### src/hdl/kpd_pkg.sv
// Shared constants, types and result layout for the keyboard packet decoder.
package kpd_pkg;

    // Frame geometry
    localparam int FRAME_LEN = 8;
    localparam int POS_W     = $clog2(FRAME_LEN);

    // Frame byte positions
    localparam logic [POS_W-1:0] POS_HUNT   = POS_W'(0);
    localparam logic [POS_W-1:0] POS_SUM_LO = POS_W'(1);
    localparam logic [POS_W-1:0] POS_CMD    = POS_W'(2);
    localparam logic [POS_W-1:0] POS_ZOOM   = POS_W'(3);
    localparam logic [POS_W-1:0] POS_CAMERA = POS_W'(4);
    localparam logic [POS_W-1:0] POS_PAN    = POS_W'(5);
    localparam logic [POS_W-1:0] POS_TILT   = POS_W'(6);
    localparam logic [POS_W-1:0] POS_LAST   = POS_W'(FRAME_LEN - 1);
    localparam logic [POS_W-1:0] POS_SUM_HI = POS_W'(5);

    // Byte codes
    localparam logic [7:0] SYNC_BYTE     = 8'hFF;
    localparam logic [7:0] CMD_SWITCH    = 8'h11;
    localparam logic [7:0] CMD_PTZ       = 8'h21;
    localparam logic [7:0] CMD_REGISTER  = 8'h41;
    localparam logic [7:0] ZOOM_IN_CODE  = 8'h40;
    localparam logic [7:0] ZOOM_OUT_CODE = 8'h80;
    localparam logic [6:0] STEP_MASK     = 7'h7F;

    // PTZ flag bit positions
    localparam int FLAG_STOP     = 0;
    localparam int FLAG_ZOOM_IN  = 1;
    localparam int FLAG_ZOOM_OUT = 2;
    localparam int FLAG_LEFT     = 3;
    localparam int FLAG_RIGHT    = 4;
    localparam int FLAG_UP       = 5;
    localparam int FLAG_DOWN     = 6;

    // Output beat width: 42 payload bits padded to 48
    localparam int RESULT_BITS = 42;
    localparam int M_DATA_W    = 48;

    typedef enum logic [1:0] {
        MSG_SWITCH  = 2'd0,
        MSG_PTZ     = 2'd1,
        MSG_UNKNOWN = 2'd2
    } msg_type_t;

    // Captured frame fields handed to the decoder
    typedef struct packed {
        logic [7:0] cmd;
        logic [7:0] zoom;
        logic [7:0] camera;
        logic [7:0] pan;
        logic [7:0] tilt;
        logic [7:0] sum;
        logic [7:0] check;
        logic       locked;
    } frame_t;

    // Decoded result
    typedef struct packed {
        logic       deliver;
        logic       register_request;
        logic       checksum_ok;
        logic [6:0] tilt_step;
        logic [6:0] pan_step;
        logic [6:0] ptz_flags;
        logic [7:0] monitor_number;
        logic [7:0] camera_number;
        msg_type_t  message_type;
    } result_t;

endpackage

### src/hdl/kpd_decode.sv
// Combinational decode of one captured keyboard frame into a result.
module kpd_decode
    import kpd_pkg::*;
(
    input  frame_t  frame,
    output result_t result
);

    logic       is_switch;
    logic       is_ptz;
    logic [6:0] pan_mag;
    logic [6:0] tilt_mag;
    logic [6:0] flags;

    assign is_switch = (frame.cmd == CMD_SWITCH);
    assign is_ptz    = (frame.cmd == CMD_PTZ);
    assign pan_mag   = frame.pan[6:0] & STEP_MASK;
    assign tilt_mag  = frame.tilt[6:0] & STEP_MASK;

    // Build PTZ flags; a sign-only step gives no direction
    always_comb begin
        flags = '0;
        flags[FLAG_STOP]     = (frame.zoom == 8'd0) && (frame.pan == 8'd0)
                               && (frame.tilt == 8'd0);
        flags[FLAG_ZOOM_IN]  = (frame.zoom == ZOOM_IN_CODE);
        flags[FLAG_ZOOM_OUT] = (frame.zoom == ZOOM_OUT_CODE);
        flags[FLAG_LEFT]     = (pan_mag != 7'd0) && !frame.pan[7];
        flags[FLAG_RIGHT]    = (pan_mag != 7'd0) && frame.pan[7];
        flags[FLAG_UP]       = (tilt_mag != 7'd0) && !frame.tilt[7];
        flags[FLAG_DOWN]     = (tilt_mag != 7'd0) && frame.tilt[7];
    end

    // Select fields by command
    always_comb begin
        result.camera_number    = frame.camera;
        result.checksum_ok      = (frame.sum == frame.check);
        result.register_request = (frame.cmd == CMD_REGISTER);
        result.deliver          = !frame.locked;
        result.monitor_number   = is_switch ? frame.pan : 8'd0;
        result.ptz_flags        = is_ptz ? flags : 7'd0;
        result.pan_step         = is_ptz ? pan_mag : 7'd0;
        result.tilt_step        = is_ptz ? tilt_mag : 7'd0;
        if (is_switch) begin
            result.message_type = MSG_SWITCH;
        end else if (is_ptz) begin
            result.message_type = MSG_PTZ;
        end else begin
            result.message_type = MSG_UNKNOWN;
        end
    end

endmodule

### src/hdl/keyboard_packet_decoder_top.sv
// Top level of the keyboard packet decoder: byte capture, framing and result register.
//
//  Channel   Dir  Width  Contents
//  s_*       in   8      rx_byte, one received serial byte per beat
//  m_*       out  48     decoded frame result, one beat per complete frame
//  cfg_*     in   1      locked register write
//
// One byte per cycle sustained unless stalled: a byte lands in the input
// register, then is framed and (on the last frame byte) decoded into the output
// register. The input register stalls only when it holds a last frame byte
// while the output register is full and not being taken. Reset (aresetn low,
// synchronous) drops any partial frame and returns to sync hunting; locked
// clears to 0.
module keyboard_packet_decoder_top
    import kpd_pkg::*;
(
    input  logic                aclk,
    input  logic                aresetn,
    // Input stream
    input  logic                s_tvalid,
    output logic                s_tready,
    input  logic [7:0]          s_tdata,   // [7:0] rx_byte
    // Result stream
    output logic                m_tvalid,
    input  logic                m_tready,
    // [1:0] message_type, [9:2] camera_number, [17:10] monitor_number,
    // [24:18] ptz_flags, [31:25] pan_step, [38:32] tilt_step,
    // [39] checksum_ok, [40] register_request, [41] deliver, [47:42] zero
    output logic [M_DATA_W-1:0] m_tdata,
    // Configuration
    input  logic                cfg_we,
    input  logic                cfg_wdata  // locked
);

    logic             in_valid_reg;
    logic [7:0]       in_byte_reg;
    logic             locked_reg;
    logic [POS_W-1:0] pos_reg;
    logic [POS_W-1:0] pos_next;
    logic [7:0]       sum_reg;
    logic [7:0]       cmd_reg;
    logic [7:0]       zoom_reg;
    logic [7:0]       camera_reg;
    logic [7:0]       pan_reg;
    logic [7:0]       tilt_reg;
    logic             out_valid_reg;
    result_t          out_reg;

    logic             is_last;
    logic             advance;
    frame_t           frame;
    result_t          decoded;

    assign is_last  = (pos_reg == POS_LAST);
    assign advance  = in_valid_reg && (!is_last || !out_valid_reg || m_tready);
    assign s_tready = !in_valid_reg || advance;

    // Hold the incoming byte
    always_ff @(posedge aclk) begin
        if (!aresetn) begin
            in_valid_reg <= 1'b0;
        end else if (s_tready) begin
            in_valid_reg <= s_tvalid;
        end
    end

    always_ff @(posedge aclk) begin
        if (s_tready && s_tvalid) begin
            in_byte_reg <= s_tdata;
        end
    end

    // Lock register
    always_ff @(posedge aclk) begin
        if (!aresetn) begin
            locked_reg <= 1'b0;
        end else if (cfg_we) begin
            locked_reg <= cfg_wdata;
        end
    end

    // Advance frame position: hunt for sync, then count seven bytes
    always_comb begin
        if (pos_reg == POS_HUNT) begin
            pos_next = (in_byte_reg == SYNC_BYTE) ? POS_SUM_LO : POS_HUNT;
        end else if (is_last) begin
            pos_next = POS_HUNT;
        end else begin
            pos_next = pos_reg + POS_W'(1);
        end
    end

    always_ff @(posedge aclk) begin
        if (!aresetn) begin
            pos_reg <= POS_HUNT;
            sum_reg <= 8'd0;
        end else if (advance) begin
            pos_reg <= pos_next;
            if (pos_reg == POS_HUNT) begin
                sum_reg <= 8'd0;
            end else if (pos_reg >= POS_SUM_LO && pos_reg <= POS_SUM_HI) begin
                sum_reg <= sum_reg + in_byte_reg;
            end
        end
    end

    // Capture frame bytes at their positions
    always_ff @(posedge aclk) begin
        if (advance) begin
            case (pos_reg)
                POS_CMD:    cmd_reg    <= in_byte_reg;
                POS_ZOOM:   zoom_reg   <= in_byte_reg;
                POS_CAMERA: camera_reg <= in_byte_reg;
                POS_PAN:    pan_reg    <= in_byte_reg;
                POS_TILT:   tilt_reg   <= in_byte_reg;
                default:    ;
            endcase
        end
    end

    // Decode with the checksum byte taken straight from the input register
    always_comb begin
        frame.cmd    = cmd_reg;
        frame.zoom   = zoom_reg;
        frame.camera = camera_reg;
        frame.pan    = pan_reg;
        frame.tilt   = tilt_reg;
        frame.sum    = sum_reg;
        frame.check  = in_byte_reg;
        frame.locked = locked_reg;
    end

    kpd_decode u_decode (
        .frame  (frame),
        .result (decoded)
    );

    // Result register: load on the last frame byte, drop when taken
    always_ff @(posedge aclk) begin
        if (!aresetn) begin
            out_valid_reg <= 1'b0;
        end else if (advance && is_last) begin
            out_valid_reg <= 1'b1;
        end else if (m_tready) begin
            out_valid_reg <= 1'b0;
        end
    end

    always_ff @(posedge aclk) begin
        if (advance && is_last) begin
            out_reg <= decoded;
        end
    end

    assign m_tvalid = out_valid_reg;
    assign m_tdata  = {(M_DATA_W - RESULT_BITS)'(0),
                       out_reg.deliver,
                       out_reg.register_request,
                       out_reg.checksum_ok,
                       out_reg.tilt_step,
                       out_reg.pan_step,
                       out_reg.ptz_flags,
                       out_reg.monitor_number,
                       out_reg.camera_number,
                       out_reg.message_type};

endmodule

### config.mk
export PLATFORM = sky130hd
export DESIGN_NAME = keyboard_packet_decoder_top
export DESIGN_NICKNAME = d
export VERILOG_FILES = /design/src/hdl/kpd_pkg.sv /design/src/hdl/kpd_decode.sv /design/src/hdl/keyboard_packet_decoder_top.sv
export SDC_FILE = /design/constraint.sdc
export NUM_CORES = 1
export LEC_CHECK = 0
export BUFFER_PORTS_ARGS = -buffer_cell sky130_fd_sc_hd__buf_4
export CORE_MARGIN = 2
export CORE_UTILIZATION = 40
export DETAILED_ROUTE_END_ITERATION = 10
export GPL_ROUTABILITY_DRIVEN = 0
export PLACE_DENSITY = 0.72
export RECOVER_POWER = 100
export REMOVE_ABC_BUFFERS = 1
export SLEW_MARGIN = 20
export SYNTH_ARGS = -nofsm -noshare
export SYNTH_HDL_FRONTEND = slang
export SYNTH_SLANG_ARGS = --single-unit
### constraint.sdc
create_clock -name aclk -period 6.5 [get_ports aclk]
set_input_delay 0.65 -clock aclk [delete_from_list [all_inputs] [get_ports aclk]]
set_output_delay 0.65 -clock aclk [all_outputs]
set_load 0.005 [all_outputs]
[Word level (Yosys, flattened, before mapping)]
Index checks and enable logic that the tools add are counted.
W data, S select, Z words.
Word-level totals
  input bits: 14
  flip-flop bits (word level): 104
Operators by class
  multiplexer cells: 8
  equality and inequality tests: 13
  reduce and logical (&&, ||, !) cells: 33
  magnitude comparators: 2
  add/sub/neg operators: 2
Operator list (count)
  $logic_not A8 Y1: 3
  $eq A8 B7 Y1 const B: 2
  $eq A8 B8 Y1 const B: 2
  $mux W8: 2
  $reduce_bool A7 Y1: 2
  $eq A3 B3 Y1 const B: 4
  $reduce_and A2 Y1: 6
  $logic_and A1 B1 Y1: 10
  $add A8 B8 Y8: 1
  $eq A8 B5 Y1 const B: 1
  $eq A8 B6 Y1 const B: 1
  $eq A8 B8 Y1: 1
  $eq A3 B2 Y1 const B: 2
  $logic_not A1 Y1: 6
  $mux W3: 2
  $reduce_bool A2 Y1: 2
  $add A3 B1 Y3 const B: 1
  $ge A3 B1 Y1 const B: 1
  $le A3 B3 Y1 const B: 1
  $logic_not A3 Y1: 1
  $logic_or A1 B1 Y1: 3
  $mux W1: 3
  $mux W2: 1

[Depth between registers and ports, before layout]
  depth in word-level cells: 7
  depth in mapped cells: 7
  depth with buffers taken out: 7

[By module]
A second synthesis with hierarchy kept.
Second synthesis, totals
  cell total of the unflattened synthesis: 291
  area total of the unflattened synthesis: 4369.2 sq um
By module, submodules not included
  keyboard_packet_decoder_top: area each 3829.9 sq um, times used 1, sequential area each 2982.9 sq um, cells each 220
  kpd_decode: area each 539.3 sq um, times used 1, sequential area each 0.0 sq um, cells each 71

[Worst setup path before layout]
Ideal clock, no wire load.
  path kind: register to register
  start point: register pos_reg[0]
  end point: register out_reg (netlist bit m_tdata[0]), enable pin
  cell stages (with the launch flop): 6
  library setup time: 0.403 ns
  path buffers: 1
  path slack: 3.784 ns
  data arrival time: 2.312 ns
  data required time: 6.097 ns
  path through: dfxtp_1 > ha_1 > ha_1 > a21boi_2 > clkbuf_1 > and2_1
Between the ends
  longest elaborated chain between the ends: 6
Ends and longest elaborated chain
  start, declared: line keyboard_packet_decoder_top.sv:38  | logic [POS_W-1:0] pos_reg;
  start signal, assigned: line keyboard_packet_decoder_top.sv:98  | pos_reg <= pos_next;
  $eq A3 B3 Y1 *: line keyboard_packet_decoder_top.sv:54  | assign is_last = (pos_reg == POS_LAST);
  $logic_not A1 Y1: line keyboard_packet_decoder_top.sv:55  | assign advance = in_valid_reg && (!is_last || !out_valid_reg || m_tready);
  $logic_or A1 B1 Y1 (2 in series): line keyboard_packet_decoder_top.sv:55
  $logic_and A1 B1 Y1: line keyboard_packet_decoder_top.sv:55
  $logic_and A1 B1 Y1 *: line keyboard_packet_decoder_top.sv:150  | if (advance && is_last) begin
  end signal, assigned: line keyboard_packet_decoder_top.sv:151  | out_reg <= decoded;
  end, declared: line keyboard_packet_decoder_top.sv:47  | result_t out_reg;
Every way passes the cells marked *; elsewhere a longest branch is shown, timed or not.
A chain may end at the register's enable or synchronous reset.

[Worst setup path after layout]
  start point: register pos_reg[0]
  end point: register sum_reg[3]
Between the ends
  longest elaborated chain between the ends: 6
Ends and longest elaborated chain
  branches (longest 6 deep; another with $ge A3 B1 Y1)
  end signal, assigned: line keyboard_packet_decoder_top.sv:102  | sum_reg <= sum_reg + in_byte_reg;
  end, declared: line keyboard_packet_decoder_top.sv:40  | logic [7:0] sum_reg;
Parallel ways; which one is timed is not known.

==> run summary <==
async set or reset register ratio after synthesis -> 0
fin worst setup slack -> 3310 ps
Syn. warnings -> 0
WL per Instance -> 14.6 um
dpl ws -> 3940 ps
Nets -> 370
status -> finished, final reports clean
Reg2Reg Depth -> 6
Power per Cell Area -> 249 nW/um^2
EDFF count, synth -> 90
maxcap violations -> 0
syn_area_per_cell -> 14.8 sq um
commonest non-fill, non-tap cells in the layout -> edfxtp_1, clkbuf_4, and2_0, nor2_1
post-layout util -> 0.482
worst-path cell chain -> ha_1 -> ha_1 -> a21boi_0 -> o31ai_1 -> or4_1 -> a21oi_1
diode count -> 0
CTS Buffer Depth -> 2
placed cell count -> 467
CP Capture Type -> flip-flop
setup_tns -> 0 ps
total iterations of the first detailed-routing run -> 4
area of the multi-input gates -> 1050 sq um
leakage power -> 0.00182 uW
CP Data Required Time -> 6790 ps
Cell variety after synth -> 46
Critical Path Slowest Stage Cell -> a21boi_0
Overflow after GRT -> 0
CTS resizes -> 0
fillers -> 896
min cycle time layout -> 3190 ps
CTS buffer count -> 9
vias -> 2357
final cycle utilization of the critical path -> 0.491
gr usage total -> 0.130
setup repair bufs after CTS -> 0
htree depth -> 3
Max Fclk -> 313 MHz
crit path DAT -> 3490 ps
width of the die -> 105 um
Die Y -> 105 um
Top delay family on crit path -> compound AO/OA/AOI/OAI gates
Stages on worst setup path -> 6
worst hold path stage count -> 0
DRC Markers -> 0
dpl hpwl -> 4.93 mm
total wire length -> 7.03 mm
register area share after synthesis -> 0.724
Buf/Inv on CP -> 0
I/O pins -> 64
Hold Vio Cnt, Final -> 0
measured slew at the worst slew-check pin -> 1310 ps
initial antenna violation count -> 0
DR vias/cell -> 4.88
clk slew on worst S/H paths -> 100 ps
Worst setup SP type -> flip-flop
CP most frequent cell -> ha_1
critical path type -> reg -> reg
CP max stage delay -> 910 ps
worst hold-check path type -> reg -> reg
max reg flops -> 42
first-pass GRT wire length -> 11.0 mm
I/O Buffers -> 57
largest net degree at the start of global routing -> 43
Setup Viol. Count Final -> 0
Synth Register Bits -> 104
Clock Skew -> 6.09 ps
crit path max fanout -> 14
CTS tree -> yes
clk sinks -> 104
synthesized instance count -> 278
Relative slew margins -> 0.112
final non-filler cell total -> 483
Initial Util -> 0.406
Final Slew Violations -> 0
core area -> 10100 sq um
register area -> 2980 sq um
Synth-to-Final Area Change -> 18.6%
Post-DRT Antenna Nets -> 0
Hold-fix buffers, CTS -> 0
RSZ-0062 raised after global routing -> no
die area -> 11100 sq um
Top FF cell, synth -> edfxtp_1
Peak VDD IR -> 0.0919 mV
initial DRC count -> 114
share of post-route cells with drive strength above 1 -> 0.213
most common cell after layout, fill and taps aside -> edfxtp_1
vias in the first global route -> 2199
Root Buffer -> clkbuf_8
Rows -> 37
post-synthesis cell area -> 4120 sq um
worst skew pair latency -> 360 ps
[cells by family after synthesis]
kind of cell	synth area share
compound gates	0.0586
flops	0.724
simple gates	0.132
other cells	0.000910
buf+inv	0.0237
mux	0.00607
xor+xnor	0.0106
fa+ha+maj	0.0443
[power by group]
group | total (uW) | internal (uW) | switching, uW
Combinational | 40.4 | 17.4 | 22.9
Sequential | 741 | 728 | 12.9
Clock | 433 | 217 | 215
Total | 1210 | 963 | 251
[final timing paths]
check                     startpoint                 endpoint  slack, ps
min          camera_reg[2]$_DFFE_PP_     m_tdata[4]$_DFFE_PP_        430
max          pos_reg[0]$_SDFFE_PN0P_  sum_reg[3]$_SDFFE_PN0P_       3310
min reg2reg  camera_reg[2]$_DFFE_PP_     m_tdata[4]$_DFFE_PP_        430
max reg2reg  pos_reg[0]$_SDFFE_PN0P_  sum_reg[3]$_SDFFE_PN0P_       3310
[cell type report]
type | instances | area share
clock buffer | 9 | 0.0254
timing repair buffer | 58 | 0.0868
tap | 136 | 0.0348
sequential | 104 | 0.611
clock inverter | 7 | 0.0195
multi-input combinational | 159 | 0.215
inverter | 10 | 0.00768
[stage by stage]
stage	hold WS, ps	power (uW)	cell area, sq um
floorplan	400	778	4080
global placement	405	796	4690
detailed placement	405	798	4690
CTS	428	1220	4910
global route	438	1250	4880
finish	430	1210	4880
[synthesized netlist by cell type (4+ instances only)]
master	number	area, sq um
nor3_1	4	20.0
buf_4	6	45.0
nor2_1	17	63.8
and2_1	25	156
inv_1	10	37.5
nand3_1	6	30.0
nor2b_1	4	25.0
clkbuf_1	4	15.0
nand2_1	14	52.6
a21oi_1	6	30.0
dfxtp_1	14	280
xnor2_1	4	35.0
nor4_1	9	56.3
and3_1	7	43.8
o21ai_0	4	20.0
ha_1	13	163
edfxtp_1	90	2700
[routing by layer]
layer	vias up	GRT usage	share of wire	routed length (um)
met5	-	0	0	0
met4	0	0.0818	0.024	168
met3	11	0.0247	0.045	317
met2	64	0.217	0.49	3430
met1	1130	0.155	0.44	3120
li1	1152	-	-	-
[worst reg2reg max path, stage by stage, from the launching register on]
cell      delay [ps]
dfxtp_1          380
ha_1             250
ha_1             240
a21boi_0         910
o31ai_1          550
or4_1            650
a21oi_1          150
Power figures use the tool's default switching activity.
